File: src/rtl/vpu_pkg.sv
`timescale 1ns / 1ps
package vpu_pkg;

    localparam int POS_W          = 22;
    localparam int IDX_W          = 10;
    localparam int DT_W           = 32;
    localparam int OP_W           = 2;
    localparam int S_TDATA_W      = 184;
    localparam int M_TDATA_W      = 56;
    localparam int CFG_AW         = 5;
    localparam int CFG_DW         = 32;
    localparam int NUM_POINTS_DEF = 1024;
    localparam int FRAC_BITS_DEF  = 8;
    localparam int DAMP_SHIFT     = 16;
    localparam int DT_SHIFT       = 32;

    typedef enum logic [OP_W-1:0] {
        OP_INIT   = 2'd0,
        OP_PIN    = 2'd1,
        OP_SET    = 2'd2,
        OP_UPDATE = 2'd3
    } op_t;

    localparam logic [2:0] REG_WINDOW_WIDTH  = 3'd0;
    localparam logic [2:0] REG_WINDOW_HEIGHT = 3'd1;
    localparam logic [2:0] REG_DAMPING       = 3'd2;
    localparam logic [2:0] REG_ELASTICITY    = 3'd3;
    localparam logic [2:0] REG_ACCEL_X       = 3'd4;
    localparam logic [2:0] REG_ACCEL_Y       = 3'd5;
    localparam logic [2:0] REG_CURSOR_SIZE   = 3'd6;
    localparam logic [2:0] REG_BLAST         = 3'd7;

    typedef struct packed {
        logic        [19:0] window_width;
        logic        [19:0] window_height;
        logic        [16:0] damping_factor;
        logic        [15:0] elasticity;
        logic signed [23:0] accel_x;
        logic signed [23:0] accel_y;
        logic        [15:0] cursor_size;
        logic signed [15:0] blast_intensity;
    } cfg_t;

    typedef enum logic [2:0] {
        ST_CLEAR,
        ST_IDLE,
        ST_READ,
        ST_IMPULSE,
        ST_INTEG,
        ST_WRITE
    } state_t;

    typedef struct packed {
        logic accept;
        logic rd;
        logic imp;
        logic vel;
        logic wb;
        logic clr;
    } cmd_t;

    typedef struct packed {
        logic clr_last;
        logic out_free;
    } status_t;

    function automatic logic signed [POS_W-1:0] sat_pos(input logic signed [39:0] v);
        logic signed [39:0] hi;
        logic signed [39:0] lo;
        hi = 40'sd2097151;
        lo = -40'sd2097152;
        if (v > hi) begin
            return hi[POS_W-1:0];
        end else if (v < lo) begin
            return lo[POS_W-1:0];
        end
        return v[POS_W-1:0];
    endfunction

endpackage

File: src/rtl/vpu_ctrl.sv
`timescale 1ns / 1ps
module vpu_ctrl (
    input  logic             aclk,
    input  logic             aresetn,
    input  logic             s_tvalid,
    output logic             s_tready,
    input  vpu_pkg::status_t st,
    output vpu_pkg::cmd_t    cmd
);
    import vpu_pkg::*;

    state_t state_reg, state_next;

    always_ff @(posedge aclk) begin
        if (!aresetn) begin
            state_reg <= ST_CLEAR;
        end else begin
            state_reg <= state_next;
        end
    end

    always_comb begin
        state_next = state_reg;
        cmd        = '0;
        s_tready   = 1'b0;
        unique case (state_reg)
            ST_CLEAR: begin
                cmd.clr = 1'b1;
                if (st.clr_last) begin
                    state_next = ST_IDLE;
                end
            end
            ST_IDLE: begin
                s_tready = 1'b1;
                if (s_tvalid) begin
                    cmd.accept = 1'b1;
                    state_next = ST_READ;
                end
            end
            ST_READ: begin
                cmd.rd     = 1'b1;
                state_next = ST_IMPULSE;
            end
            ST_IMPULSE: begin
                cmd.imp    = 1'b1;
                state_next = ST_INTEG;
            end
            ST_INTEG: begin
                cmd.vel    = 1'b1;
                state_next = ST_WRITE;
            end
            ST_WRITE: begin
                // hold until the output register is free
                if (st.out_free) begin
                    cmd.wb     = 1'b1;
                    state_next = ST_IDLE;
                end
            end
            default: state_next = ST_IDLE;
        endcase
    end

endmodule

File: config.mk
export PLATFORM = sky130hd
export DESIGN_NAME = vpu_ctrl
export DESIGN_NICKNAME = d
export VERILOG_FILES = /design/src/rtl/vpu_pkg.sv /design/src/rtl/vpu_ctrl.sv
export SDC_FILE = /design/constraint.sdc
export NUM_CORES = 1
export LEC_CHECK = 0
export ABC_AREA = 1
export BUFFER_PORTS_ARGS = -buffer_cell sky130_fd_sc_hd__buf_4
export CORE_AREA = 2 2 39 41
export CTS_CLUSTER_SIZE = 28
export DETAILED_ROUTE_END_ITERATION = 10
export DIE_AREA = 0 0 41 43
export GPL_TIMING_DRIVEN = 0
export PLACE_DENSITY = 0.46
export SYNTH_ARGS = -nofsm -noshare
export SYNTH_HDL_FRONTEND = slang
export SYNTH_SLANG_ARGS = --single-unit
File: constraint.sdc
create_clock -name aclk -period 2.6 [get_ports aclk]
set_clock_uncertainty 0.1 [all_clocks]
set_input_delay 0.52 -clock aclk [delete_from_list [all_inputs] [get_ports aclk]]
set_output_delay 0.52 -clock aclk [all_outputs]
set_load 0.05 [all_outputs]
==> results of run 1 <==
==> critical path: stages (launching register included) <==
cell and delay [ns]:
dfxtp_1 0.40, inv_2 0.06, nor2_2 0.12, nand2_1 0.09, nor2_1 0.09, buf_4 0.20
==> cell type report <==
class | instances | area, um^2 | share of cell area (%)
sequential | 3 | 60.1 | 17.6
clock buffer | 4 | 26.3 | 7.69
timing repair buffer | 11 | 82.6 | 24.2
multi-input combinational | 22 | 111 | 32.6
tap | 16 | 20.0 | 5.86
inverter | 11 | 41.3 | 12.1
==> power groups by stage <==
stage | combinational (W) | clock, W | sequential (W)
CTS | 0.0000897 | 0.0000848 | 0.0000571
finish | 0.0000886 | 0.0000807 | 0.0000570
global route | 0.0000970 | 0.0000922 | 0.0000577
floorplan | 0.0000655 | 0 | 0.0000561
global placement | 0.0000889 | 0 | 0.0000577
detailed placement | 0.0000894 | 0 | 0.0000579
==> layer usage <==
| metal | global-route usage [%] | vias to the layer above |
|---|---|---|
| met3 | 7.85 | 0 |
| met5 | 0 | - |
| met2 | 7.19 | 11 |
| li1 | - | 138 |
| met4 | 0 | 0 |
| met1 | 11.2 | 102 |
==> logic make-up (layout without fill, tap and decap cells) <==
kind of cell    count (synthesis)  in the layout  share of synthesized area [%]
compound gates                  2              2                           7.06
buf+inv                        11             26                           19.4
flops                           3              3                           28.2
simple gates                   20             20                           45.3
==> final timing paths <==
path / to / slack [ns] / cells past startpoint
worst max-delay path: cmd[5] / 0.79 / 5
worst min-delay path: state_reg[1] / 0.43 / 3
worst max register to register: state_reg[0] / 1.53 / 5
worst min register to register: state_reg[2] / 0.47 / 2
==> metrics by stage <==
stage | power, W | worst slack (ns) | cells | hold WS (ns)
2_1_floorplan | 0.000122 | 0.351 | 36 | 0.423
3_3_place_gp | 0.000147 | 0.957 | 63 | 0.473
3_5_place_dp | 0.000147 | 0.962 | 63 | 0.471
4_1_cts | 0.000232 | 0.773 | 67 | 0.427
5_1_grt | 0.000247 | 0.648 | 67 | 0.427
6_report | 0.000226 | 0.794 | 67 | 0.426
==> Yosys cell counts, drive strengths merged <==
library cell / number / area share (%)
inv: 10 / 18
nor2: 9 / 21
nand2: 6 / 11
dfxtp: 3 / 28
nand3: 3 / 9.4
nor3: 2 / 4.7
a31oi: 1 / 2.9
clkinv: 1 / 1.8
o21ai: 1 / 4.1
==> impl_metrics.py, run 1 <==
metrics = {
    "status": {
        "status": "finished, final reports clean",
    },
    "final_layout": {
        "final_common_cell": "buf_4",
        "most-common-layout-cells": "buf_4, inv_1, nand2_1",
        "fin_util_pct": 24.7,
        "antennaDiodeCount": 0,
        "largest_reg_flops": 3,
        "drive_above_1_share_pct": 41.2,
        "finalInstanceArea_um2": 342,
        "area_growth_pct": 60.6,
        "finalNetCount": 57,
        "fillers": 161,
    },
    "power": {
        "pwr_density_cell_nw_per_um2": 662,
        "swShare_pct": 39.8,
        "leakage_nw": 0.182,
        "power.switching_w": 0.0000900,
        "clkPwrFrac_pct": 35.7,
        "vdd_ir_drop_max_v": 0.000403,
        "seq_power_share_pct": 25.2,
        "power.internal_w": 0.000136,
        "p_comb_share_pct": 39.2,
    },
    "place": {
        "dp_hpwl_um": 399,
        "io_buffers": 11,
        "place.gp.congestion": 0.745,
        "placed_cell_area_um2": 315,
    },
    "route": {
        "dr_wl_met2_um": 181,
        "detail-route-antenna-nets": 0,
        "drt_wl_total_um": 485,
        "first_iter_violations": 5,
        "avgViaCountPerCell": 3.75,
        "post_drt_wl_per_cell_um": 7.24,
        "met1Wirelength_um": 242,
        "routed.top_layer": "met3",
        "firstDrtPassIters": 3,
        "drc": 0,
        "vias": 251,
        "wl_met3_um": 61,
    },
    "timing": {
        "fin_crit_sh_pct": 69.5,
        "fmax_mhz": 554,
        "slew_headroom_pct": 86.2,
        "setup_tns_ns": 0,
        "worst_pin_slew_ns": 0.206,
        "final_max_slew_viol_count": 0,
        "fin_crit_ns": 1.81,
        "hold_violations": 0,
        "rsz0062_at_grt": "false",
        "finalSetupViolations": 0,
    },
    "floorplan": {
        "start_util_pct": 15.4,
        "fp.dieW_um": 41,
        "num_io_pins": 12,
        "fp.coreArea_um2": 1380,
        "die_height_um": 43,
        "num_rows": 14,
        "die-area_um2": 1760,
    },
    "grt": {
        "grt-ovfl-total": 0,
        "grt_use_total_pct": 7.32,
        "grt_max_degree": 7,
        "grt_pass1_vias": 209,
        "antenna_found_initial": 0,
        "grt_pass1_wl_um": 821,
    },
    "yosys": {
        "syn_inst": 36,
        "synth_area_um2": 213,
        "synth_seq_cells": 3,
        "synthDistinctLibCells": 12,
        "seq_area_frac_synth_pct": 28.2,
        "syn_area_per_cell_um2": 5.91,
        "syn-num-nets": 41,
        "ys_warn_count": 0,
    },
    "clock_network": {
        "path_clk_slew_ns": 0.04,
        "cts_tree": "yes",
        "postCtsSetupBuffers": 0,
        "numCtsBuffers": 3,
        "cts_buffer_depth": 2,
        "htreeDepth": 1,
        "insertion_delay_ns": 0.23,
        "cts_resized": 0,
        "cts_root_buf": "clkbuf_4",
        "cts_hold_buf": 0,
        "cts_num_sinks": 3,
    },
    "min_path": {
        "hold_class": "in -> reg",
        "min_from": "aresetn",
    },
    "setup_path": {
        "critPathMaxFanout": 5,
        "critical_path_required_ns": 1.98,
        "crit_path_start": "state_reg[0]",
        "critPathLaunchType": "flop",
        "critPathKind": "reg -> out",
        "cp.arrival_ns": 1.19,
        "end_kind": "output port",
        "r2r_start": "state_reg[1]",
    },
    "flow_run": {
        "maxCapViolations": 0,
    },
}
No activity file was read; power rests on OpenSTA's default activity.
==> run 2: changes to the inputs <==
--- a/config.mk
+++ b/config.mk
@@ -12,7 +12,7 @@
 export DETAILED_ROUTE_END_ITERATION = 10
 export DIE_AREA = 0 0 41 43
 export GPL_TIMING_DRIVEN = 0
-export PLACE_DENSITY = 0.46
+export PLACE_DENSITY = 0.47
 export SYNTH_ARGS = -nofsm -noshare
 export SYNTH_HDL_FRONTEND = slang
 export SYNTH_SLANG_ARGS = --single-unit
==> constraint.sdc (replaced) <==
create_clock -name aclk -period 1.55 [get_ports aclk]
set_clock_uncertainty 0.1 [all_clocks]
set_input_delay 0.31 -clock aclk [delete_from_list [all_inputs] [get_ports aclk]]
set_output_delay 0.31 -clock aclk [all_outputs]
set_load 0.05 [all_outputs]
==> run 2 against run 1 <==
Net effect: utilization grew 4.2 points; hold slack got worse by 0.20 ns; non-clock buffer count up 1; die area unchanged; register-to-register slack worse by 1.0 ns; combinational power increased by 96%; clock power rose by 66%; wire length increased by 13%; sequential power up 75%; power grew 80%; sequential cell count unchanged; sequential share of layout area fell by 1.0 points; critical endpoint unchanged; highest routed layer unchanged.
==> impl_metrics.py, run 2 (synthesized netlist as in run 1, its figures left out) <==
metrics = {
    "power": {
        "clkPwrFrac_pct": 32.9,
        "leakage_nw": 0.196,
        "p_comb_share_pct": 42.7,
        "seq_power_share_pct": 24.4,
        "power.switching_w": 0.000162,
        "swShare_pct": 39.8,
        "pwr_density_cell_nw_per_um2": 1020,
        "power.internal_w": 0.000246,
        "vdd_ir_drop_max_v": 0.000237,
    },
    "floorplan": {
        "fp.coreArea_um2": 1380,
        "die-area_um2": 1760,
        "num_rows": 14,
        "fp.dieW_um": 41,
        "die_height_um": 43,
        "num_io_pins": 12,
        "start_util_pct": 15.4,
    },
    "route": {
        "post_drt_wl_per_cell_um": 8.07,
        "firstDrtPassIters": 2,
        "vias": 266,
        "drt_wl_total_um": 549,
        "drc": 0,
        "detail-route-antenna-nets": 0,
        "first_iter_violations": 3,
        "avgViaCountPerCell": 3.91,
    },
    "timing": {
        "rsz0062_at_grt": "true",
        "final_max_slew_viol_count": 0,
        "finalSetupViolations": 0,
        "slew_headroom_pct": 90.3,
        "fin_crit_ns": 1.49,
        "worst_pin_slew_ns": 0.146,
        "hold_violations": 0,
        "fmax_mhz": 672,
        "hold_ws_ns": 0.222,
        "fin_crit_sh_pct": 96.0,
    },
    "final_layout": {
        "final_common_cell": "inv_1",
        "fillers": 165,
        "largest_reg_flops": 3,
        "area_growth_pct": 88.2,
        "fin_util_pct": 28.9,
        "most-common-layout-cells": "inv_1, buf_4, nand2_1, nor2_2, buf_6",
        "antennaDiodeCount": 0,
        "finalNonFillerCells": 68,
        "drive_above_1_share_pct": 59.6,
        "finalNetCount": 58,
    },
    "min_path": {
        "hold_class": "in -> reg",
    },
    "clock_network": {
        "cts_root_buf": "clkbuf_4",
        "cts_num_sinks": 3,
        "insertion_delay_ns": 0.23,
        "htreeDepth": 1,
        "path_clk_slew_ns": 0.04,
        "cts_hold_buf": 0,
        "cts_tree": "yes",
        "numCtsBuffers": 3,
        "cts_buffer_depth": 2,
    },
    "flow_run": {
        "maxCapViolations": 0,
    },
    "setup_path": {
        "critPathKind": "reg -> out",
        "critical_path_required_ns": 1.14,
        "critPathLaunchType": "flop",
        "end_kind": "output port",
        "critPathMaxFanout": 5,
        "cp.arrival_ns": 1.08,
    },
    "grt": {
        "grt_max_degree": 7,
        "grt_use_total_pct": 7.31,
        "grt_pass1_wl_um": 814,
        "grt-ovfl-total": 0,
        "grt_pass1_vias": 227,
        "antenna_found_initial": 0,
    },
    "status": {
        "status": "finished, final reports clean",
    },
    "place": {
        "io_buffers": 11,
        "place.gp.congestion": 0.715,
        "dp.cells": 63,
        "dp_hpwl_um": 416,
    },
}
==> run 2: worst paths after layout <==
kind                                     end          from  slack [ns]  cells after the start
worst max-delay path                  cmd[5]  state_reg[0]        0.06                      5
worst min-delay path            state_reg[1]       aresetn        0.22                      3
worst max register to register  state_reg[0]  state_reg[2]        0.51                      6
worst min register to register  state_reg[2]  state_reg[2]        0.47                      2
==> run 2: power by group through the flow <==
stage	Combinational [W]	Clock (W)	Sequential, W
floorplan	0.000114	0	0.0000963
global placement	0.000153	0	0.0000997
detailed placement	0.000153	0	0.0000993
CTS	0.000156	0.000143	0.0000998
global route	0.000188	0.000156	0.000101
finish	0.000174	0.000134	0.0000995
==> run 2: area by class of cell <==
type	instances	area (um^2)	share of cell area, %
tap	16	20.0	5.00
multi-input combinational	22	141	35.3
timing repair buffer	12	105	26.3
inverter	11	41.3	10.3
clock buffer	4	26.3	6.56
sequential	3	66.3	16.6
==> run 2: worst max-delay path: stages (launching register included) <==
cell and delay (ns):
dfxtp_4 0.36, inv_2 0.06, nor2_4 0.10, nand2_2 0.07, nor2_2 0.10, buf_6 0.16
==> run 2: metal layers <==
layer / global-route usage (%) / wire length [um]
met5: 0 / 0
met4: 4.00 / 0
met3: 6.28 / 42
met2: 10.0 / 266
met1: 7.35 / 241
==> run 2: repair_timing <==
item,4_1_cts,5_1_grt
endpoints found under the setup margin,4,6
gates resized for setup,4,8
buffers inserted,0,1
pin swaps,0,0
==> run 2: metrics by stage <==
stage	instance area [um^2]	TNS [ns]	power [W]	setup WS (ns)
floorplan	228	-0.0725	0.000210	-0.0451
global placement	330	0	0.000253	0.157
detailed placement	330	0	0.000253	0.151
global route	400	-0.0342	0.000445	-0.0178
finish	400	0	0.000408	0.0624
CTS	365	0	0.000399	0.00324
==> run 3: changes to the inputs <==
--- a/config.mk
+++ b/config.mk
@@ -8,11 +8,12 @@
 export ABC_AREA = 1
 export BUFFER_PORTS_ARGS = -buffer_cell sky130_fd_sc_hd__buf_4
 export CORE_AREA = 2 2 39 41
+export CTS_BUF_LIST = sky130_fd_sc_hd__clkbuf_8
 export CTS_CLUSTER_SIZE = 28
 export DETAILED_ROUTE_END_ITERATION = 10
 export DIE_AREA = 0 0 41 43
 export GPL_TIMING_DRIVEN = 0
-export PLACE_DENSITY = 0.47
+export PLACE_DENSITY = 0.46
 export SYNTH_ARGS = -nofsm -noshare
 export SYNTH_HDL_FRONTEND = slang
 export SYNTH_SLANG_ARGS = --single-unit
==> constraint.sdc (replaced) <==
create_clock -name aclk -period 1.8 [get_ports aclk]
set_clock_uncertainty 0.1 [all_clocks]
set_input_delay 0.36 -clock aclk [delete_from_list [all_inputs] [get_ports aclk]]
set_output_delay 0.36 -clock aclk [all_outputs]
set_load 0.05 [all_outputs]
==> run 3 against run 2 <==
Net effect: wire length is 10% lower; utilization is 2.2 points lower; critical path depth stayed put; hold slack better by 0.068 ns; non-clock buffer count is 1 lower; critical path type unchanged; critical endpoint unchanged; largest cell class unchanged; highest routed layer is now met4.
==> impl_metrics.py, run 3 (synthesized netlist as in run 1, its figures left out) <==
metrics = {
    "status": {
        "status": "finished, final reports clean",
    },
    "setup_path": {
        "critPathLaunchType": "flop",
        "reg2reg_slack_ns": 0.72,
        "critPathMaxFanout": 5,
        "critical_path_required_ns": 1.34,
        "critPathKind": "reg -> out",
        "cp.arrival_ns": 1.19,
        "end_kind": "output port",
    },
    "floorplan": {
        "start_util_pct": 15.4,
        "num_io_pins": 12,
        "die_height_um": 43,
        "num_rows": 14,
        "fp.coreArea_um2": 1380,
        "fp.dieW_um": 41,
        "die-area_um2": 1760,
    },
    "route": {
        "drc": 0,
        "first_iter_violations": 9,
        "drt_wl_total_um": 494,
        "firstDrtPassIters": 3,
        "post_drt_wl_per_cell_um": 7.37,
        "vias": 253,
        "detail-route-antenna-nets": 0,
        "avgViaCountPerCell": 3.78,
    },
    "clock_network": {
        "path_clk_slew_ns": 0.03,
        "htreeDepth": 1,
        "cts_buffer_depth": 2,
        "insertion_delay_ns": 0.22,
        "postCtsSetupBuffers": 0,
        "cts_root_buf": "clkbuf_8",
        "numCtsBuffers": 3,
        "cts_num_sinks": 3,
        "cts_hold_buf": 0,
        "cts_tree": "yes",
        "cts_resized": 0,
    },
    "timing": {
        "fin_crit_sh_pct": 91.8,
        "hold_violations": 0,
        "rsz0062_at_grt": "false",
        "finalSetupViolations": 0,
        "final_max_slew_viol_count": 0,
        "slew_headroom_pct": 85.3,
        "fin_crit_ns": 1.65,
        "setup_tns_ns": 0,
        "worst_pin_slew_ns": 0.221,
        "fmax_mhz": 605,
        "setup_slack_ns": 0.148,
    },
    "final_layout": {
        "finalNonFillerCells": 67,
        "drive_above_1_share_pct": 45.1,
        "most-common-layout-cells": "buf_4, inv_1, nand2_1",
        "fillers": 159,
        "largest_reg_flops": 3,
        "area_growth_pct": 74.1,
        "final_common_cell": "buf_4",
        "finalInstanceArea_um2": 370,
        "antennaDiodeCount": 0,
        "finalNetCount": 57,
    },
    "place": {
        "place.gp.congestion": 0.712,
        "dp_slack_ns": 0.364,
        "io_buffers": 11,
        "dp.cells": 63,
        "placed_cell_area_um2": 325,
        "dp_hpwl_um": 405,
    },
    "power": {
        "power.switching_w": 0.000144,
        "vdd_ir_drop_max_v": 0.000227,
        "clkPwrFrac_pct": 47.5,
        "pwr_density_cell_nw_per_um2": 1090,
        "leakage_nw": 0.197,
        "swShare_pct": 35.7,
        "seq_power_share_pct": 20.6,
        "power.internal_w": 0.000261,
        "p_comb_share_pct": 31.9,
    },
    "min_path": {
        "hold_class": "in -> reg",
    },
    "grt": {
        "grt_max_degree": 7,
        "grt-ovfl-total": 0,
        "grt_use_total_pct": 8.02,
        "antenna_found_initial": 0,
        "grt_pass1_vias": 246,
        "grt_pass1_wl_um": 869,
    },
    "flow_run": {
        "maxCapViolations": 0,
    },
}
==> run 3: power groups by stage <==
stage	Sequential [W]	Combinational (W)	Clock [W]
detailed placement	0.0000844	0.000131	0
CTS	0.0000834	0.000131	0.000198
global route	0.0000847	0.000140	0.000205
floorplan	0.0000824	0.0000963	0
finish	0.0000835	0.000129	0.000192
global placement	0.0000853	0.000131	0
==> run 3: per-stage QoR <==
step	total power, W	hold WS, ns	util, %
2_1_floorplan	0.000179	0.369	-
3_3_place_gp	0.000216	0.488	23.5
3_5_place_dp	0.000215	0.478	23.5
4_1_cts	0.000413	0.288	26.8
5_1_grt	0.000430	0.299	26.8
6_report	0.000405	0.290	26.8
==> run 3: layout make-up <==
cell class	instances	area, um^2	share of cell area [%]
multi-input cells	22	121	32.8
repair buffers	11	82.6	22.3
flip-flops and latches	3	60.1	16.2
clock buffers	3	41.3	11.1
inverters	11	41.3	11.1
well taps	16	20.0	5.41
clock inverters	1	3.75	1.01
==> run 3: critical path, cell delays in order, from the launching register on <==
cell and delay (ns):
dfxtp_1 0.41, inv_2 0.06, nor2_2 0.12, nand2_1 0.08, nor2_1 0.09, buf_4 0.20
==> run 3: layer usage <==
metal / up-vias / routed length [um] / global-route usage (%)
met5: - / 0 / 0
met4: 0 / 20 / 10.0
met3: 2 / 49 / 3.14
met2: 11 / 214 / 10.0
met1: 104 / 209 / 8.65
li1: 136 / - / -
==> run 3: worst paths after layout <==
kind,from,end,cells past startpoint
worst max register to register,state_reg[1],state_reg[0],5
worst min register to register,state_reg[2],state_reg[2],2
worst max-delay path,state_reg[0],cmd[5],5
worst min-delay path,aresetn,state_reg[1],3
